==> src/rtl/h2r_pkg.sv <==
// ----------------------------------------------------------------------------
// h2r_pkg
// Shared constants for the HSV to RGB converter: default fraction width,
// channel width and hue sector codes.
// ----------------------------------------------------------------------------
package h2r_pkg;

	localparam int FRAC_BITS_DEFAULT = 16;
	localparam int CHAN_W            = 8;
	localparam int SECTOR_W          = 3;

	typedef logic [SECTOR_W-1:0] sector_t;

	// Hue sectors, one sixth of a turn each
	localparam sector_t SECT_RED_YELLOW   = 3'd0;
	localparam sector_t SECT_YELLOW_GREEN = 3'd1;
	localparam sector_t SECT_GREEN_CYAN   = 3'd2;
	localparam sector_t SECT_CYAN_BLUE    = 3'd3;
	localparam sector_t SECT_BLUE_MAGENTA = 3'd4;

endpackage

==> src/rtl/h2r_hsv_if.sv <==
// ----------------------------------------------------------------------------
// h2r_hsv_if
// Valid/ready channel carrying one HSV colour per beat.
// ----------------------------------------------------------------------------
interface h2r_hsv_if
	import h2r_pkg::*;
#(
	parameter int FRAC_BITS = FRAC_BITS_DEFAULT
);
	logic                 valid;
	logic                 ready;
	logic [FRAC_BITS:0]   hue;
	logic [FRAC_BITS:0]   saturation;
	logic [FRAC_BITS:0]   brightness;

	modport source (output valid, output hue, output saturation, output brightness,
		input ready);
	modport sink (input valid, input hue, input saturation, input brightness,
		output ready);
endinterface

==> src/rtl/h2r_rgb_if.sv <==
// ----------------------------------------------------------------------------
// h2r_rgb_if
// Valid/ready channel carrying one 8-bit RGB colour per beat.
// ----------------------------------------------------------------------------
interface h2r_rgb_if;
	import h2r_pkg::*;

	logic              valid;
	logic              ready;
	logic [CHAN_W-1:0] red;
	logic [CHAN_W-1:0] green;
	logic [CHAN_W-1:0] blue;

	modport source (output valid, output red, output green, output blue, input ready);
	modport sink (input valid, input red, input green, input blue, output ready);
endinterface

==> src/rtl/hsv_to_rgb_converter_unit.sv <==
// An accepted HSV beat is registered in stages 1 to 5 before its RGB beat appears.
// Throughput: one beat per cycle; the five stages advance together whenever the
// output register is empty or being taken, so back-pressure stalls the whole pipe.
// Reset: arst_n clears all stage valid bits; no beat is pending after reset.
// ----------------------------------------------------------------------------
// hsv_to_rgb_converter_unit
// Fixed-point HSV to RGB conversion: sector split, p/q/t products, sector
// permutation and scaling to 8-bit channels in a five-stage pipeline.
// ----------------------------------------------------------------------------
module hsv_to_rgb_converter_unit
	import h2r_pkg::*;
#(
	parameter int FRAC_BITS = FRAC_BITS_DEFAULT
) (
	input  logic            clk,
	input  logic            arst_n,
	h2r_hsv_if.sink         hsv_in,
	h2r_rgb_if.source       rgb_out
);

	localparam int FW = FRAC_BITS + 1;     // fixed-point value up to and including 1.0
	localparam int PW = 2 * FW;            // product of two such values
	localparam int HW = FRAC_BITS + 3;     // hue times six
	localparam int BW = FRAC_BITS + CHAN_W + 1;
	localparam logic [FW-1:0] ONE = {1'b1, {FRAC_BITS{1'b0}}};

	logic adv;

	// stage 1: clamp, hue split
	logic [FRAC_BITS-1:0] hue_frac;
	logic [HW-1:0]        h6;
	logic [FW-1:0]        s_sat, v_sat;

	logic                 vld_s1;
	sector_t              sector_s1;
	logic [FRAC_BITS-1:0] f_s1;
	logic [FW-1:0]        s_s1, v_s1;

	// stage 2: s*f, s*(1-f), p
	logic [PW-1:0]        prod_sf, prod_sif, prod_p;
	logic                 vld_s2;
	sector_t              sector_s2;
	logic [FW-1:0]        sf_s2, sif_s2, p_s2, v_s2;

	// stage 3: q, t
	logic [PW-1:0]        prod_q, prod_t;
	logic                 vld_s3;
	sector_t              sector_s3;
	logic [FW-1:0]        q_s3, t_s3, p_s3, v_s3;

	// stage 4: permutation
	logic [FW-1:0]        r_sel, g_sel, b_sel;
	logic                 vld_s4;
	logic [FW-1:0]        r_s4, g_s4, b_s4;

	// stage 5: scale by 255
	logic [BW-1:0]        r_scl, g_scl, b_scl;
	logic                 vld_s5;
	logic [CHAN_W-1:0]    red_s5, green_s5, blue_s5;

	// advance every stage when the output slot is free or drains this cycle
	assign adv          = !vld_s5 || rgb_out.ready;
	assign hsv_in.ready = adv;

	always_comb begin
		hue_frac = hsv_in.hue[FRAC_BITS-1:0];
		h6       = ({3'b000, hue_frac} << 2) + ({3'b000, hue_frac} << 1);
		s_sat    = (hsv_in.saturation > ONE) ? ONE : hsv_in.saturation;
		v_sat    = (hsv_in.brightness > ONE) ? ONE : hsv_in.brightness;
	end

	always_comb begin
		prod_sf  = s_s1 * {1'b0, f_s1};
		prod_sif = s_s1 * (ONE - {1'b0, f_s1});
		prod_p   = v_s1 * (ONE - s_s1);
	end

	always_comb begin
		prod_q = v_s2 * (ONE - sf_s2);
		prod_t = v_s2 * (ONE - sif_s2);
	end

	always_comb begin
		case (sector_s3)
			SECT_RED_YELLOW: begin
				r_sel = v_s3; g_sel = t_s3; b_sel = p_s3;
			end
			SECT_YELLOW_GREEN: begin
				r_sel = q_s3; g_sel = v_s3; b_sel = p_s3;
			end
			SECT_GREEN_CYAN: begin
				r_sel = p_s3; g_sel = v_s3; b_sel = t_s3;
			end
			SECT_CYAN_BLUE: begin
				r_sel = p_s3; g_sel = q_s3; b_sel = v_s3;
			end
			SECT_BLUE_MAGENTA: begin
				r_sel = t_s3; g_sel = p_s3; b_sel = v_s3;
			end
			default: begin
				r_sel = v_s3; g_sel = p_s3; b_sel = q_s3;
			end
		endcase
	end

	// x * 255 as (x << 8) - x
	always_comb begin
		r_scl = {r_s4, {CHAN_W{1'b0}}} - {{CHAN_W{1'b0}}, r_s4};
		g_scl = {g_s4, {CHAN_W{1'b0}}} - {{CHAN_W{1'b0}}, g_s4};
		b_scl = {b_s4, {CHAN_W{1'b0}}} - {{CHAN_W{1'b0}}, b_s4};
	end

	always_ff @(posedge clk or negedge arst_n) begin
		if (!arst_n) begin
			vld_s1 <= 1'b0;
			vld_s2 <= 1'b0;
			vld_s3 <= 1'b0;
			vld_s4 <= 1'b0;
			vld_s5 <= 1'b0;
		end else if (adv) begin
			vld_s1 <= hsv_in.valid;
			vld_s2 <= vld_s1;
			vld_s3 <= vld_s2;
			vld_s4 <= vld_s3;
			vld_s5 <= vld_s4;
		end
	end

	always_ff @(posedge clk) begin
		if (adv) begin
			sector_s1 <= h6[HW-1:FRAC_BITS];
			f_s1      <= h6[FRAC_BITS-1:0];
			s_s1      <= s_sat;
			v_s1      <= v_sat;

			sector_s2 <= sector_s1;
			sf_s2     <= prod_sf[FRAC_BITS +: FW];
			sif_s2    <= prod_sif[FRAC_BITS +: FW];
			p_s2      <= prod_p[FRAC_BITS +: FW];
			v_s2      <= v_s1;

			sector_s3 <= sector_s2;
			q_s3      <= prod_q[FRAC_BITS +: FW];
			t_s3      <= prod_t[FRAC_BITS +: FW];
			p_s3      <= p_s2;
			v_s3      <= v_s2;

			r_s4      <= r_sel;
			g_s4      <= g_sel;
			b_s4      <= b_sel;

			red_s5    <= r_scl[FRAC_BITS +: CHAN_W];
			green_s5  <= g_scl[FRAC_BITS +: CHAN_W];
			blue_s5   <= b_scl[FRAC_BITS +: CHAN_W];
		end
	end

	assign rgb_out.valid = vld_s5;
	assign rgb_out.red   = red_s5;
	assign rgb_out.green = green_s5;
	assign rgb_out.blue  = blue_s5;

endmodule
==> src/flat_wrapper.sv <==
// flat-port wrapper written by rule: the top's interface ports become plain ports
module hsv_to_rgb_converter_unit_flat import h2r_pkg::*;
#(
	parameter int FRAC_BITS = FRAC_BITS_DEFAULT
)
  (clk, arst_n, hsv_in_valid, hsv_in_hue, hsv_in_saturation, hsv_in_brightness, hsv_in_ready, rgb_out_valid, rgb_out_red, rgb_out_green, rgb_out_blue, rgb_out_ready);
  h2r_hsv_if #(.FRAC_BITS(FRAC_BITS)) hsv_in_i ();
  h2r_rgb_if rgb_out_i ();
  input  logic clk;
  input  logic arst_n;
  input wire logic [$bits(hsv_in_i.valid)-1:0] hsv_in_valid;
  input wire logic [$bits(hsv_in_i.hue)-1:0] hsv_in_hue;
  input wire logic [$bits(hsv_in_i.saturation)-1:0] hsv_in_saturation;
  input wire logic [$bits(hsv_in_i.brightness)-1:0] hsv_in_brightness;
  output wire logic [$bits(hsv_in_i.ready)-1:0] hsv_in_ready;
  output wire logic [$bits(rgb_out_i.valid)-1:0] rgb_out_valid;
  output wire logic [$bits(rgb_out_i.red)-1:0] rgb_out_red;
  output wire logic [$bits(rgb_out_i.green)-1:0] rgb_out_green;
  output wire logic [$bits(rgb_out_i.blue)-1:0] rgb_out_blue;
  input wire logic [$bits(rgb_out_i.ready)-1:0] rgb_out_ready;
  assign hsv_in_i.valid = hsv_in_valid;
  assign hsv_in_i.hue = hsv_in_hue;
  assign hsv_in_i.saturation = hsv_in_saturation;
  assign hsv_in_i.brightness = hsv_in_brightness;
  assign hsv_in_ready = hsv_in_i.ready;
  assign rgb_out_valid = rgb_out_i.valid;
  assign rgb_out_red = rgb_out_i.red;
  assign rgb_out_green = rgb_out_i.green;
  assign rgb_out_blue = rgb_out_i.blue;
  assign rgb_out_i.ready = rgb_out_ready;
  hsv_to_rgb_converter_unit #(.FRAC_BITS(FRAC_BITS)) u_core (.clk(clk), .arst_n(arst_n), .hsv_in(hsv_in_i), .rgb_out(rgb_out_i));
endmodule
==> config.mk <==
export PLATFORM = sky130hd
export DESIGN_NAME = hsv_to_rgb_converter_unit_flat
export DESIGN_NICKNAME = d
export VERILOG_FILES = /design/src/rtl/h2r_pkg.sv /design/src/rtl/h2r_hsv_if.sv /design/src/rtl/h2r_rgb_if.sv /design/src/rtl/hsv_to_rgb_converter_unit.sv /design/src/flat_wrapper.sv
export SDC_FILE = /design/constraint.sdc
export NUM_CORES = 2
export LEC_CHECK = 0
export BUFFER_PORTS_ARGS = -buffer_cell sky130_fd_sc_hd__buf_2
export CAP_MARGIN = 20
export CORE_ASPECT_RATIO = 1.5
export CORE_UTILIZATION = 55
export CTS_CLUSTER_DIAMETER = 30
export DETAILED_ROUTE_END_ITERATION = 6
export PLACE_DENSITY_LB_ADDON = 0.15
export SLEW_MARGIN = 25
export SYNTH_ARGS = -nofsm -noshare
export SYNTH_HDL_FRONTEND = slang
export SYNTH_SLANG_ARGS = --single-unit
export TNS_END_PERCENT = 100
==> constraint.sdc <==
create_clock -name clk -period 19.16 [get_ports clk]
set_clock_uncertainty 0.05 [all_clocks]
set_input_delay 1.916 -clock clk [delete_from_list [all_inputs] [get_ports clk]]
set_output_delay 1.916 -clock clk [all_outputs]
set_load 0.02 [all_outputs]
==> results.yml <==
status:
  status: "finished clean"
sta:
  clock.fmax_mhz: 107
  fin_tns_setup_ns: 0
  finalMaxSlewViolations: 0
  holdWs_ns: 0.349
  relSlewSlack_pct: 24.3
  final_hold_viol_count: 0
  rsz0062_at_grt: "false"
  fin_crit_sh_pct: 48.6
  setup_ws_ns: 9.84
  fin_crit_ns: 9.32
  setup_violations: 0
  max_slew.worst_pin.slew_ns: 1.14
synth:
  syn_nets: 8170
  avgSynthCellArea_um2: 9.51
  ys_ff_latch: 274
  synth_top_area_share_pct: 41.8
  synth_edf_count: 269
  synthArstFlopShare_pct: 1.82
  seq_area_frac_synth_pct: 13.5
  synth_commonest_cells: "inv_1 (1564), fa_1 (1268), nand2_1 (886)"
  synth.cell_area_um2: 60800
  yosys_warnings: 0
  netlist_instances: 6391
  synth-main-ff-cell: "edfxtp_1"
  synth_area_leaders: "fa_1 (42%), edfxtp_1 (13%), inv_1 (9.7%)"
  synth.distinct_cells: 73
  synth_most_common_cell: "inv_1"
  netlist.top_cell.by_area: "fa_1"
global_route:
  grt_most_used_layer: "met2"
  use_met3_pct: 2.80
  grt.overflow.total: 0
  grt_pass1_wl_mm: 247
  grt_pass1_vias: 47300
  antenna_found_initial: 0
  track_usage_pct: 28.7
  grt_max_degree: 151
  grt.met1_usage_pct: 31.7
  grt_use_met2_pct: 53.3
clock_tree:
  numCtsBuffers: 59
  clk_latency_ns: 0.66
  cts_hold_buf: 0
  postCtsSetupRepairBufs: 0
  cts_tree: "yes"
  path_clk_slew_ns: 0.05
  htreeDepth: 2
  cts-resized-gates: 0
  cts.sink_count: 274
  cts-root-buf: "clkbuf_16"
  cts_buffer_depth: 3
detailed_routing:
  drt_pass1_iterations: 5
  vias: 42600
  wirelength_mm: 152
  ant_nets: 0
  avgViaCountPerCell: 5.43
  wl_per_cell_um: 19.4
  drtIter0Drc: 2100
  drcViolationCount: 0
worst_hold_path:
  hold_depth: 0
  hold_path_class: "register to register"
  holdCritStartpoint: "u_core.sector_s2[0]$_DFFE_PP_"
floorplanning:
  fp.dieH_um: 409
  ioPinCount: 81
  initial_utilization_pct: 55.3
  die_area_um2: 112000
  core_um2: 110000
  fp-row-count: 149
  die_x_um: 273
finish:
  syn_to_final_growth_pct: 6.98
  fin_cells: 7844
  fin_nets: 8139
  drive_gt1_share_pct: 6.02
  diodes: 0
setup_path:
  reg2regPathDepth: 25
  crit_arrival_ns: 9.54
  r2r-start: "u_core.f_s1[5]$_DFFE_PP_"
  cp-end-kind: "register"
  crit_type: "register to register"
  crit_start: "u_core.f_s1[5]$_DFFE_PP_"
  cpPeakStageDelay_ns: 0.83
  critPathSlowestCell: "xor2_2"
  worstPathRequired_ns: 19.38
  cp_max_fo: 20
  critPathLaunchType: "register"
  crit_top_cell: "fa_1"
job:
  maxCapViolCount: 0
place:
  dp_slack_ns: 9.88
  routabilityCongestion: 0.871
  port_buffers: 79
  place_inst: 7731
  dp_hpwl_mm: 117
metrics by stage:
step                utilization (%)  area [um2]
finish                         59.2       65000
global route                   59.2       65000
CTS                            59.2       65000
detailed placement             57.3       63000
global placement               57.3       62900
floorplan                         -       60800
layout by cell type, fill, tap and decap left out, drive strengths merged, types with 5 or more instances in the layout:
| master | instances |
|---|---|
| inv | 1579 |
| fa | 1268 |
| nand2 | 886 |
| and2 | 589 |
| ha | 456 |
| edfxtp | 269 |
| buf | 197 |
| xnor2 | 165 |
| nor2 | 141 |
| a21oi | 130 |
| mux2i | 86 |
| xor2 | 72 |
| clkbuf | 65 |
| o21ai | 63 |
| nor3 | 40 |
| nor2b | 39 |
| mux2 | 37 |
| a21o | 34 |
| nor4 | 23 |
| o21a | 21 |
| clkinv | 20 |
| nand3 | 19 |
| and3 | 18 |
| nand2b | 17 |
| a22oi | 16 |
| or3 | 15 |
| nand4 | 10 |
| o21bai | 9 |
| maj3 | 9 |
| clkinvlp | 9 |
| a211oi | 8 |
| a21boi | 7 |
| o31ai | 6 |
| a31o | 6 |
| or4 | 6 |
| and4 | 5 |
| dfrtp | 5 |
| a2111oi | 5 |
cells by family (layout without fill, tap and decap cells):
logic type	after synthesis	in the layout	share of synthesized area (%)
mux	123	123	2.10
simple gates	1824	1824	14.6
fa+ha+maj	1733	1733	51.3
xor+xnor	237	237	3.42
buf+inv	1855	1874	11.5
flops	274	274	13.5
compound gates	345	345	3.66
routing by layer:
layer	wire, um	up-vias
li1	-	18900
met1	54800	22100
met2	81200	1112
met3	6340	437
met4	9700	0
met5	0	-
sequential cells by signal, indices dropped and copies added (netlist names), 8 cells and up:
name / cells
u_core.rgb_out.red: 8
u_core.v_s2: 17
u_core.rgb_out.green: 8
u_core.sif_s2: 17
u_core.sf_s2: 17
u_core.v_s3: 17
u_core.b_s4: 17
u_core.g_s4: 17
u_core.v_s1: 17
u_core.q_s3: 17
u_core.s_s1: 17
u_core.t_s3: 17
u_core.f_s1: 15
u_core.r_s4: 17
u_core.rgb_out.blue: 8
u_core.p_s2: 17
u_core.p_s3: 17
layout make-up:
type	count	area, um2
Tap cell	1434	1790
Fill cell	9466	44800
Clock inverter	46	517
Clock buffer	65	1500
Inverter	1566	5880
Timing Repair Buffer	197	1310
Sequential cell	274	8200
Multi-Input combinational cell	4262	45800
worst paths after layout:
| path | end | slack [ns] |
|---|---|---|
| max in group asynchronous | u_core.vld_s2$_DFFE_PN0P_ | 17.93 |
| min in group asynchronous | u_core.vld_s3$_DFFE_PN0P_ | 1.00 |
| worst min-delay path | u_core.sector_s3[0]$_DFFE_PP_ | 0.35 |
| worst max register to register | u_core.sif_s2[16]$_DFFE_PP_ | 9.84 |
| worst min register to register | u_core.sector_s3[0]$_DFFE_PP_ | 0.35 |
| worst max-delay path | u_core.sif_s2[16]$_DFFE_PP_ | 9.84 |
worst max-delay path, delay by kind of cell (launching register included):
family,cells,cell delay [ns]
simple gates,5,1.65
compound gates,7,1.61
buf+inv,4,0.22
fa+ha+maj,7,3.12
flops,1,0.76
xor+xnor,2,1.51
Power is not shown: default switching activity piles up to over one toggle a cycle in this logic, so the estimate is an artifact.
